[config.mk]
export PLATFORM = sky130hd
export DESIGN_NAME = fcc_plane_bank
export DESIGN_NICKNAME = d
export VERILOG_FILES = /design/src/rtl/core/fcc_pkg.sv /design/src/rtl/core/fcc_plane_bank.sv
export SDC_FILE = /design/constraint.sdc
export NUM_CORES = 1
export LEC_CHECK = 0
export BUFFER_PORTS_ARGS = -buffer_cell sky130_fd_sc_hd__clkbuf_2
export CORE_MARGIN = 2
export CORE_UTILIZATION = 36
export DETAILED_ROUTE_END_ITERATION = 10
export PLACE_DENSITY = 0.63
export SLEW_MARGIN = 20
export SYNTH_ARGS = -nofsm -noshare
export SYNTH_HDL_FRONTEND = slang
export SYNTH_SLANG_ARGS = --single-unit
[constraint.sdc]
create_clock -name clk -period 5.2 [get_ports clk]
set_clock_uncertainty 0.1 [all_clocks]
set_input_delay 0.78 -clock clk [delete_from_list [all_inputs] [get_ports clk]]
set_output_delay 0.78 -clock clk [all_outputs]
set_load 0.1 [all_outputs]
[src/rtl/core/fcc_pkg.sv]
// Shared types, constants and helpers for the frustum cull classifier.
// Used by the plane bank, the plane cells and the top level; depends on nothing.
package fcc_pkg;

  // Number of plane cells in the chain and of plane registers on the port.
  localparam int PLANE_COUNT = 6;
  localparam int REG_COUNT   = 6;
  localparam int CFG_INDEX_W = 3;
  localparam int PLANE_W     = 64;

  // Test kinds; the unused code falls back to the point test.
  localparam logic [1:0] MODE_POINT  = 2'd0;
  localparam logic [1:0] MODE_SPHERE = 2'd1;
  localparam logic [1:0] MODE_BOX    = 2'd2;

  // Result codes.
  localparam logic [1:0] POS_FRONT = 2'd0;
  localparam logic [1:0] POS_BACK  = 2'd1;
  localparam logic [1:0] POS_SPAN  = 2'd2;

  typedef logic [PLANE_W-1:0] plane_word_t;

  // One object as it travels down the chain.
  typedef struct packed {
    logic [1:0]            mode;
    logic signed [15:0]    cx;
    logic signed [15:0]    cy;
    logic signed [15:0]    cz;
    logic [14:0]           radius;
    logic [2:0][47:0]      axis;
    logic [2:0][14:0]      extent;
  } fcc_item_t;

  // Control that travels with each object.
  typedef struct packed {
    logic       valid;
    logic       done;
    logic [1:0] pos;
  } fcc_stat_t;

  // Picks one signed 16-bit lane out of a packed word, lane 0 lowest.
  function automatic logic signed [15:0] lane16(input logic [63:0] w, input logic [1:0] k);
    return w[16*k +: 16];
  endfunction

endpackage

[src/rtl/core/fcc_plane_bank.sv]
// Plane register bank of the frustum cull classifier.
// Depends on fcc_pkg; feeds one plane word to each cell of the chain.
module fcc_plane_bank (
  input  logic                            clk,
  input  logic                            rst,
  input  logic                            cfg_write,
  input  logic [fcc_pkg::CFG_INDEX_W-1:0] cfg_index,
  input  logic [fcc_pkg::PLANE_W-1:0]     cfg_data,
  output fcc_pkg::plane_word_t            planes [fcc_pkg::PLANE_COUNT]
);
  import fcc_pkg::*;

  plane_word_t store [REG_COUNT];

  // Writes to an index past the register list are dropped.
  always_ff @(posedge clk) begin
    if (rst) begin
      for (int i = 0; i < REG_COUNT; i++) begin
        store[i] <= '0;
      end
    end else if (cfg_write && (32'(cfg_index) < REG_COUNT)) begin
      store[cfg_index] <= cfg_data;
    end
  end

  // Cells beyond the register list see an all-zero plane.
  for (genvar p = 0; p < PLANE_COUNT; p++) begin : g_plane
    if (p < REG_COUNT) begin : g_reg
      assign planes[p] = store[p];
    end else begin : g_zero
      assign planes[p] = '0;
    end
  end

endmodule

==> metrics.cfg <==
[clock_tree]
cts-htree-levels=2
cts_hold_repair.buffers=0
clk_root_buffer_cell=clkbuf_16
worst_setup_hold_path_clk_slew_ps=60
numCtsBuffers=40
cts_sinks=384
cts_setup_buffers=0
tritoncts=done
ctsResizeCount=0
clock_tree.buffer_depth=3

[place]
dp.final_hpwl_um=24000
place_inst=1824
gp_congestion=0.765
portBuffers=453

[setup_path]
path_class=primary input to register
setup.worst_path.end_class=register
launch_point_of_the_worst_path=cfg_write
worstPathMaxFanout=64
critPathRequiredTime_ps=5260
critical_path_arrival_ps=2650
timing.critical_path.from_type=primary input

[outcome]
outcome=finished, final reports clean

[final_layout]
finish.net_count=1418
largest_register_ff_count=384
antennaDiodeCount=0
drive_above_1_share_pct=42.2
largest-register=store
final_core_util_pct=46.6
layout.cells.most_common_list=clkbuf_2, edfxtp_1, nor2_1
layoutNonFillerInstCount=1891
number_of_fill_cells_in_the_layout=3443
layout_commonest_cell=clkbuf_2
largestRegisters=store x384
area_growth_pct=28.6

[routing]
dr_total_vias=8881
routed_wirelength_um=38800
drt-initial-drc-count=568
per_cell_routed_wire_length_um=20.5
route.detailed.vias_per_inst=4.70
detailedRoute.firstPassIterationCount=5
detail_route.drc_violations=0
detail-route-antenna-nets=0

[synthesis]
synth_top_area_share_pct=82.9
yosysSeqAreaShare_pct=82.9
yosys_register_bits=384
net_count_synth=968
synth_top_cell_by_area=edfxtp_1
synthTopCellsByArea=edfxtp_1, nor2_1, nand2b_1
yosys_warns=0
post_synth_num_cell_types=17
syn_area_um2=13900
syn-instance-count=898
syn-mean-instance-area_um2=15.5

[grt]
grt_max_degree=65
grt_ovf=0
grt_pass1_wl_um=57200
antenna_violations_before_repair=0
grt_pass1_vias=8995
grt_usage_pct=19.0

[power_and_ir_drop]
ir_drop_mv=0.397
cellLeakagePower_nw=6.97
power_density_nw_per_um2=467
total_power_mw=8.37

[timing]
timing.final.max_slew_violations=0
setup_viol_count_final=0
fmax_mhz=385
hold_viol_final=0
actual_transition_at_the_worst_max_transition_pin_ps=1090
min_period_over_period_pct=49.9
final_critical_path_time_including_i_o_delays_and_setup_ps=2600
rsz0062_at_grt=false
finalSetupTns_ps=0
slew_limit_headroom_pct=27.3

[floorplanning]
fp.dieH_um=201
core.rowCount=72
die_area_um2=40200
horizontal_die_dimension_um=201
floorplan.initialDensity_pct=36.3
placeable_area_um2=38400
boundaryPins=454

[min_path]
worst_hold_path_type=primary input to register
holdCritStartpoint=cfg_data[63]

[run]
max_cap_violations=0

cells in the mapped netlist (all sizes together):
master,count
or4bb,1
buf,35
a21bo,1
or4b,1
a41o,1
nand2b,69
inv,1
clkbuf,16
nor3b,2
edfxtp,384
nor3,2
nand4bb,3
nor2,380
nand4b,2
path summary, 6_finish.rpt:
path                  slack (ps)  cells past startpoint      endpoint
worst max-delay path        2600                      3   store[0][3]
worst min-delay path         580                      2  store[5][63]
kinds of logic after synthesis:
logic type,Yosys count,synth area share [%]
buffers and inverters,52,1.87
AND/OR/NAND/NOR,460,15.1
flip-flops,384,82.9
AO/OA/AOI/OAI,2,0.144
per-layer routing:
| metal | vias up | GRT usage (%) | part of all wire [%] | wire length, µm |
|---|---|---|---|---|
| met1 | 4378 | 24.6 | 41 | 15900 |
| met4 | 0 | 8.15 | 3.5 | 1350 |
| met3 | 76 | 5.05 | 8.0 | 3110 |
| met5 | - | 0 | 0 | 0 |
| met2 | 428 | 30.4 | 47 | 18400 |
| li1 | 3999 | - | - | - |
final cells by class:
| type | instances | area (µm²) | area share, % |
|---|---|---|---|
| clock buffers | 49 | 1060 | 5.90 |
| clock inverters | 18 | 115 | 0.643 |
| multi-input cells | 462 | 2230 | 12.5 |
| well taps | 518 | 648 | 3.62 |
| repair buffers | 459 | 2310 | 12.9 |
| flip-flops and latches | 384 | 11500 | 64.4 |
| inverters | 1 | 3.75 | 0.0210 |
worst max-delay path, cell delays in order:
cell	delay, ps
clkbuf_2	260
or4b_4	750
nand2b_4	800
report_power, final:
group          leakage (nW)  switching (mW)  internal, mW  total [mW]
Clock                 0.563            1.15          1.49        2.64
Sequential             3.71          0.0654          3.63        3.69
Combinational          2.69            1.85         0.180        2.03
metrics by stage:
step | area, µm² | setup slack (ps) | hold WS, ps
floorplan | 13900 | 1630 | 951
global placement | 16700 | 2050 | 1120
detailed placement | 16700 | 2000 | 1120
CTS | 17900 | 2570 | 543
global route | 17900 | 2510 | 567
finish | 17900 | 2600 | 583
(Power assumes the default switching activity.)
